==> src/rtl/assert_macros.svh <==
// ----------------------------------------------------------------------------
// Assertion macros
// Concurrent assertion wrappers, compiled out for synthesis.
// ----------------------------------------------------------------------------
`ifndef ASSERT_MACROS_SVH
`define ASSERT_MACROS_SVH

`ifndef SYNTHESIS

`define ASSERT_PROP(lbl, clk, rst_n, prop) \
	lbl: assert property (@(posedge clk) disable iff (!(rst_n)) (prop)) \
		else $error("assertion failed");

`define ASSERT_NEVER(lbl, clk, rst_n, expr) \
	lbl: assert property (@(posedge clk) disable iff (!(rst_n)) !(expr)) \
		else $error("forbidden condition seen");

`else

`define ASSERT_PROP(lbl, clk, rst_n, prop)

`define ASSERT_NEVER(lbl, clk, rst_n, expr)

`endif

`endif

==> src/rtl/gdbd_pkg.sv <==
// ----------------------------------------------------------------------------
// gdbd_pkg
// Widths, constants, stage types and month table for the day distance block.
// ----------------------------------------------------------------------------
package gdbd_pkg;

	localparam int unsigned DAY_W   = 5;
	localparam int unsigned MONTH_W = 4;
	localparam int unsigned YEAR_W  = 14;
	localparam int unsigned COUNT_W = 23;
	localparam int unsigned DIST_W  = 22;
	localparam int unsigned DBM_W   = 9;
	localparam int unsigned Q4_W    = YEAR_W - 2;
	localparam int unsigned Q100_W  = 8;

	localparam int unsigned MAX_YEAR_DEF = 9999;

	localparam logic [DIST_W-1:0] DIST_MAX = '1;

	// floor(x / 25) = (x * RECIP_25) >> RECIP_SHIFT for x below 4096
	localparam int unsigned RECIP_W     = 13;
	localparam logic [RECIP_W-1:0] RECIP_25 = 13'd5243;
	localparam int unsigned RECIP_SHIFT = 17;
	localparam int unsigned PROD_W      = Q4_W + RECIP_W;

	localparam logic [MONTH_W-1:0] MONTH_MARCH = 4'd3;

	typedef struct packed {
		logic [YEAR_W-1:0] n;
		logic [Q4_W-1:0]   q4;
		logic [Q4_W-1:0]   yq4;
		logic [1:0]        ylo;
		logic [DAY_W-1:0]  d;
		logic [DBM_W-1:0]  dbm;
		logic              late;
	} st1_t;

	typedef struct packed {
		logic [COUNT_W-1:0] base;
		logic [Q100_W-1:0]  q100;
		logic [Q100_W-1:0]  yq100;
		logic [Q4_W-1:0]    yq4;
		logic [1:0]         ylo;
		logic               late;
	} st2_t;

	function automatic logic [DBM_W-1:0] days_before_month(input logic [MONTH_W-1:0] m);
		logic [DBM_W-1:0] r;
		unique case (m)
			4'd0, 4'd1: r = 9'd0;
			4'd2:       r = 9'd31;
			4'd3:       r = 9'd59;
			4'd4:       r = 9'd90;
			4'd5:       r = 9'd120;
			4'd6:       r = 9'd151;
			4'd7:       r = 9'd181;
			4'd8:       r = 9'd212;
			4'd9:       r = 9'd243;
			4'd10:      r = 9'd273;
			4'd11:      r = 9'd304;
			4'd12:      r = 9'd334;
			default:    r = 9'd365;
		endcase
		return r;
	endfunction

endpackage

==> src/rtl/gregorian_days_between_dates.sv <==
// ----------------------------------------------------------------------------
// gregorian_days_between_dates
// Absolute day distance between two proleptic Gregorian dates, pipelined.
// ----------------------------------------------------------------------------
//  channel  dir  payload                                        handshake
//  s_axis   in   two dates (day, month, year each), 48b tdata   tvalid/tready
//  m_axis   out  day_distance, 24b tdata                        tvalid/tready
//
//  One date pair per cycle sustained while m_tready stays high; the accepting
//  edge loads the first of four register stages (clamp and month table,
//  reciprocal multiplies for /100, day count, difference and clamp), and
//  m_tvalid rises when the fourth stage is loaded.
//  arst_n clears the stage valid bits only; the data path registers are not reset.
//  Each stage holds when the stage after it is full and stalled, so bubbles
//  are filled and s_tready drops only when all four stages are full.
// ----------------------------------------------------------------------------
`include "assert_macros.svh"

module gregorian_days_between_dates
	import gdbd_pkg::*;
#(
	parameter int unsigned MAX_YEAR = MAX_YEAR_DEF
) (
	input  logic        clk,
	input  logic        arst_n,
	input  logic        s_tvalid,
	output logic        s_tready,
	// first_day, first_month, first_year, second_day, second_month,
	// second_year, 2'b0 pad
	input  logic [47:0] s_tdata,
	output logic        m_tvalid,
	input  logic        m_tready,
	// day_distance, 2'b0 pad
	output logic [23:0] m_tdata
);

	logic v_s1, v_s2, v_s3, v_s4;
	logic en1, en2, en3, en4;

	st1_t               st_s1 [2];
	st2_t               st_s2 [2];
	logic [COUNT_W-1:0] cnt_s3 [2];
	logic [DIST_W-1:0]  dist_s4;

	st1_t               nx1 [2];
	st2_t               nx2 [2];
	logic [COUNT_W-1:0] nx3 [2];
	logic [DIST_W-1:0]  nx4;

	logic [DAY_W-1:0]   in_d [2];
	logic [MONTH_W-1:0] in_m [2];
	logic [YEAR_W-1:0]  in_y [2];

	assign in_d[0] = s_tdata[4:0];
	assign in_m[0] = s_tdata[8:5];
	assign in_y[0] = s_tdata[22:9];
	assign in_d[1] = s_tdata[27:23];
	assign in_m[1] = s_tdata[31:28];
	assign in_y[1] = s_tdata[45:32];

	assign en4      = !v_s4 || m_tready;
	assign en3      = !v_s3 || en4;
	assign en2      = !v_s2 || en3;
	assign en1      = !v_s1 || en2;
	assign s_tready = en1;

	always_comb begin
		logic [YEAR_W-1:0] y;
		for (int i = 0; i < 2; i++) begin
			y = in_y[i];
			if (32'(in_y[i]) > MAX_YEAR) begin
				y = YEAR_W'(MAX_YEAR);
			end
			nx1[i].n    = (y == '0) ? '0 : y - YEAR_W'(1);
			nx1[i].q4   = nx1[i].n[YEAR_W-1:2];
			nx1[i].yq4  = y[YEAR_W-1:2];
			nx1[i].ylo  = y[1:0];
			nx1[i].d    = in_d[i];
			nx1[i].dbm  = days_before_month(in_m[i]);
			nx1[i].late = (in_m[i] >= MONTH_MARCH);
		end
	end

	always_comb begin
		logic [PROD_W-1:0] p_n;
		logic [PROD_W-1:0] p_y;
		for (int i = 0; i < 2; i++) begin
			p_n = PROD_W'(st_s1[i].q4) * PROD_W'(RECIP_25);
			p_y = PROD_W'(st_s1[i].yq4) * PROD_W'(RECIP_25);
			nx2[i].q100  = p_n[PROD_W-1:RECIP_SHIFT];
			nx2[i].yq100 = p_y[PROD_W-1:RECIP_SHIFT];
			nx2[i].base  = COUNT_W'(st_s1[i].n) * COUNT_W'(365)
				+ COUNT_W'(st_s1[i].q4) + COUNT_W'(st_s1[i].d)
				+ COUNT_W'(st_s1[i].dbm);
			nx2[i].yq4   = st_s1[i].yq4;
			nx2[i].ylo   = st_s1[i].ylo;
			nx2[i].late  = st_s1[i].late;
		end
	end

	always_comb begin
		logic c100;
		logic leap;
		for (int i = 0; i < 2; i++) begin
			c100 = (st_s2[i].yq4 == Q4_W'(st_s2[i].yq100) * Q4_W'(25));
			leap = (st_s2[i].ylo == 2'd0) && (!c100 || (st_s2[i].yq100[1:0] == 2'd0));
			nx3[i] = st_s2[i].base - COUNT_W'(st_s2[i].q100)
				+ COUNT_W'(st_s2[i].q100[Q100_W-1:2])
				+ COUNT_W'(leap && st_s2[i].late);
		end
	end

	always_comb begin
		logic [COUNT_W-1:0] diff;
		if (cnt_s3[1] > cnt_s3[0]) begin
			diff = cnt_s3[1] - cnt_s3[0];
		end else begin
			diff = cnt_s3[0] - cnt_s3[1];
		end
		nx4 = diff[COUNT_W-1] ? DIST_MAX : diff[DIST_W-1:0];
	end

	always_ff @(posedge clk or negedge arst_n) begin
		if (!arst_n) begin
			v_s1 <= 1'b0;
			v_s2 <= 1'b0;
			v_s3 <= 1'b0;
			v_s4 <= 1'b0;
		end else begin
			if (en1) v_s1 <= s_tvalid;
			if (en2) v_s2 <= v_s1;
			if (en3) v_s3 <= v_s2;
			if (en4) v_s4 <= v_s3;
		end
	end

	always_ff @(posedge clk) begin
		if (en1) st_s1   <= nx1;
		if (en2) st_s2   <= nx2;
		if (en3) cnt_s3  <= nx3;
		if (en4) dist_s4 <= nx4;
	end

	assign m_tvalid = v_s4;
	assign m_tdata  = {2'b00, dist_s4};

	`ASSERT_PROP(a_s3_hold, clk, arst_n,
		v_s3 && v_s4 && !m_tready |=> v_s3 && $stable(cnt_s3[0]) && $stable(cnt_s3[1]))
	`ASSERT_PROP(a_full_stall, clk, arst_n, !s_tready |-> v_s1 && v_s2 && v_s3 && v_s4)
	`ASSERT_PROP(a_enter_s1, clk, arst_n, s_tvalid && s_tready |=> v_s1)

endmodule

==> config.mk <==
export PLATFORM = sky130hd
export DESIGN_NAME = gregorian_days_between_dates
export DESIGN_NICKNAME = d
export VERILOG_FILES = /design/src/rtl/gdbd_pkg.sv /design/src/rtl/gregorian_days_between_dates.sv
export VERILOG_INCLUDE_DIRS = /design/src /design/src/rtl
export SDC_FILE = /design/constraint.sdc
export NUM_CORES = 2
export LEC_CHECK = 0
export BUFFER_PORTS_ARGS = -buffer_cell sky130_fd_sc_hd__buf_2
export CAP_MARGIN = 20
export CORE_UTILIZATION = 48
export CTS_CLUSTER_SIZE = 10
export DETAILED_ROUTE_END_ITERATION = 10
export PLACE_DENSITY = 0.64
export SYNTH_ARGS = -nofsm -noshare
export SYNTH_HDL_FRONTEND = slang
export SYNTH_SLANG_ARGS = --single-unit
==> constraint.sdc <==
create_clock -name clk -period 8.3 [get_ports clk]
set_clock_uncertainty 0.15 [all_clocks]
set_input_delay 1.66 -clock clk [delete_from_list [all_inputs] [get_ports clk]]
set_output_delay 1.66 -clock clk [all_outputs]
set_load 0.01 [all_outputs]
==> impl_metrics.toml <==
[status]
status = "finished clean"

[global_routing]
grt_pass1_vias = 23100
grt_max_degree = 57
grt_usage_pct = 21.5
grt_overflow = 0
grt_pass1_wl_um = 117000
antenna_found_initial = 18

[yosys]
synth_area_um2 = 32500
async_flop_share_pct = 1.50
synth_cell_types = 78
yosys_warnings = 0
synth_top_cell_by_area = "edfxtp_1"
yosys-top-cells-area = "edfxtp_1, ha_1, fa_1, inv_1, xnor2_1"
yosys_most_used_dff = "edfxtp_1"
synth_seq_cells = 266
synth_common_cells = "inv_1, ha_1, fa_1"
postSynthCellCount = 3084
avgSynthCellArea_um2 = 10.5
synth_edf_count = 262
yosysMostFrequentCell = "inv_1"
synth_top_area_share_pct = 24.2
yosysSeqAreaShare_pct = 24.5

[worst_setup_path]
endpoint_kind = "flop"
cp.required_ps = 8540
start_kind = "flop"
crit_type = "reg -> reg"
cp.arrival_ps = 6670
crit_path_max_fanout = 3

[route]
first_pass_iters = 7
vias = 21600
viasPerCell = 5.32
drt_iter0_drc = 1250
antenna_left = 0
wl_per_cell_um = 17.4
routed_wl_um = 70800
drc = 0

[cts]
cts_tree = "built"
clkTransAtPathRegs_ps = 50
cts_resized = 0
cts.hold.buffers_added = 0
postCtsSetupBuffers = 0
clock_path_buffers = 3
htreeDepth = 2
clk_latency_ps = 550
cts_root_buffer = "clkbuf_16"
cts_made_buffers = 36
clock_sinks = 266

[timing]
fin_crit_ps = 6430
timing.setup.tns_ps = 0
period_share_pct = 77.5
drv_slew = 0
grt_setup_unrepaired = "false"
fmax_mhz = 155
finalHoldViolCount = 0
worst_slew_pin_slew_ps = 906
maxSlewHeadroom_pct = 39.5
setup_viol = 0
hold_ws_ps = 263

[flow_run]
cap_viol_max_count = 0

[floorplanning]
die_x_um = 262
fp-row-count = 94
ios = 78
fp.dieArea_um2 = 68700
chipHeight_um = 262
start_util_pct = 49.0
coreArea_um2 = 66300

[layout]
fillCellCount = 5895
syn2layout_area_growth_pct = 7.54
layout.area.seq_um2 = 7970
drive_above_1_share_pct = 5.11
final_core_util_pct = 52.6
nets = 4176
finalInstanceArea_um2 = 34900
multi_input_area_um2 = 21800

[placement]
port_buffers = 73
postPlaceCellArea_um2 = 33800
globalplace.congestion = 0.905
hpwl_um = 59900

[min_path]
hp-class = "reg -> reg"
through the flow:
| stage | worst slack (ps) | cells |
|---|---|---|
| floorplan | 2120 | 3085 |
| global placement | 1970 | 3991 |
| detailed placement | 1900 | 3991 |
| CTS | 1860 | 4050 |
| global route | 1520 | 4053 |
| finish | 1870 | 4061 |
path summary, 6_finish.rpt:
| path | start | endpoint | slack, ps | cells past startpoint |
|---|---|---|---|---|
| setup / recovery | st_s2[17] | cnt_s3[22] | 1870 | 21 |
| hold / removal | nx2[55] | st_s2[55] | 260 | 0 |
| setup reg to reg | st_s2[17] | cnt_s3[22] | 1870 | 21 |
| hold reg to reg | nx2[55] | st_s2[55] | 260 | 0 |
| max in group asynchronous | arst_n | m_tvalid | 7100 | 1 |
| min in group asynchronous | arst_n | v_s1 | 770 | 1 |
logic make-up (layout without fill, tap and decap cells):
logic type               after synthesis  count (layout)  synth area share, %
other                                  1              12               0.0115
multiplexers                          23              23                0.813
flip-flops                           266             266                 24.5
AND/OR/NAND/NOR                      503             503                 7.91
AO/OA/AOI/OAI                        454             454                 9.11
adder cells (fa/ha/maj)              958             958                 44.7
buffers and inverters                711             813                 8.36
XOR/XNOR                             168             168                 4.53
area by class of cell:
type                       count  share of cell area (%)
multi-input combinational   2108                    62.5
sequential                   266                    22.8
inverter                     676                    7.27
tap                          864                    3.10
clock buffer                  45                    2.79
timing repair buffer          78                    1.19
clock inverter                14                   0.290
antenna                       10                  0.0717
flip-flops by register name, indices dropped and copies added (netlist names):
| register | cells |
|---|---|
| cnt_s3 | 46 |
| m_tvalid | 1 |
| v_s3 | 1 |
| dist_s4 | 22 |
| st_s2 | 108 |
| st_s1 | 56 |
| nx2 | 30 |
| v_s1 | 1 |
| v_s2 | 1 |
placed cells by master, fill, tap and decap left out, types with 23 or more instances in the layout:
master       n
clkbuf_16   37
a211oi_1    23
o21ai_0     80
ha_1       620
xor2_1      47
nor3_1      42
nand3_1     42
inv_1      676
fa_1       338
xnor2_1    121
nor2b_1     34
o21a_1      25
buf_2       73
nand2_1     95
a21oi_1    139
a21o_1      48
nand4_1     24
nor2_1     118
edfxtp_1   262
nand2b_1    31
per-layer routing:
metal | vias up | global-route usage [%] | routed length [um]
met4 | 12 | 5.43 | 1380
met5 | - | 0 | 69
met1 | 10500 | 29.7 | 33300
met3 | 99 | 4.02 | 3940
met2 | 425 | 34.9 | 32100
li1 | 10600 | - | -
critical path: stages (launching register included):
cell,delay (ps)
edfxtp_1,440
ha_1,340
ha_1,300
fa_1,440
ha_1,330
a21o_1,200
a21o_1,180
a21oi_1,220
o21ai_0,160
xnor2_1,170
nand4_1,160
and3_1,230
fa_1,460
fa_1,500
a211oi_2,240
o21ai_1,150
a2111oi_2,360
nor3_1,130
o311ai_2,320
a21oi_1,130
or4b_1,510
nand3_1,130
Power is left out: the tool's default activity adds up to more than one toggle a clock period on the data nets, which glitch-free logic cannot reach.
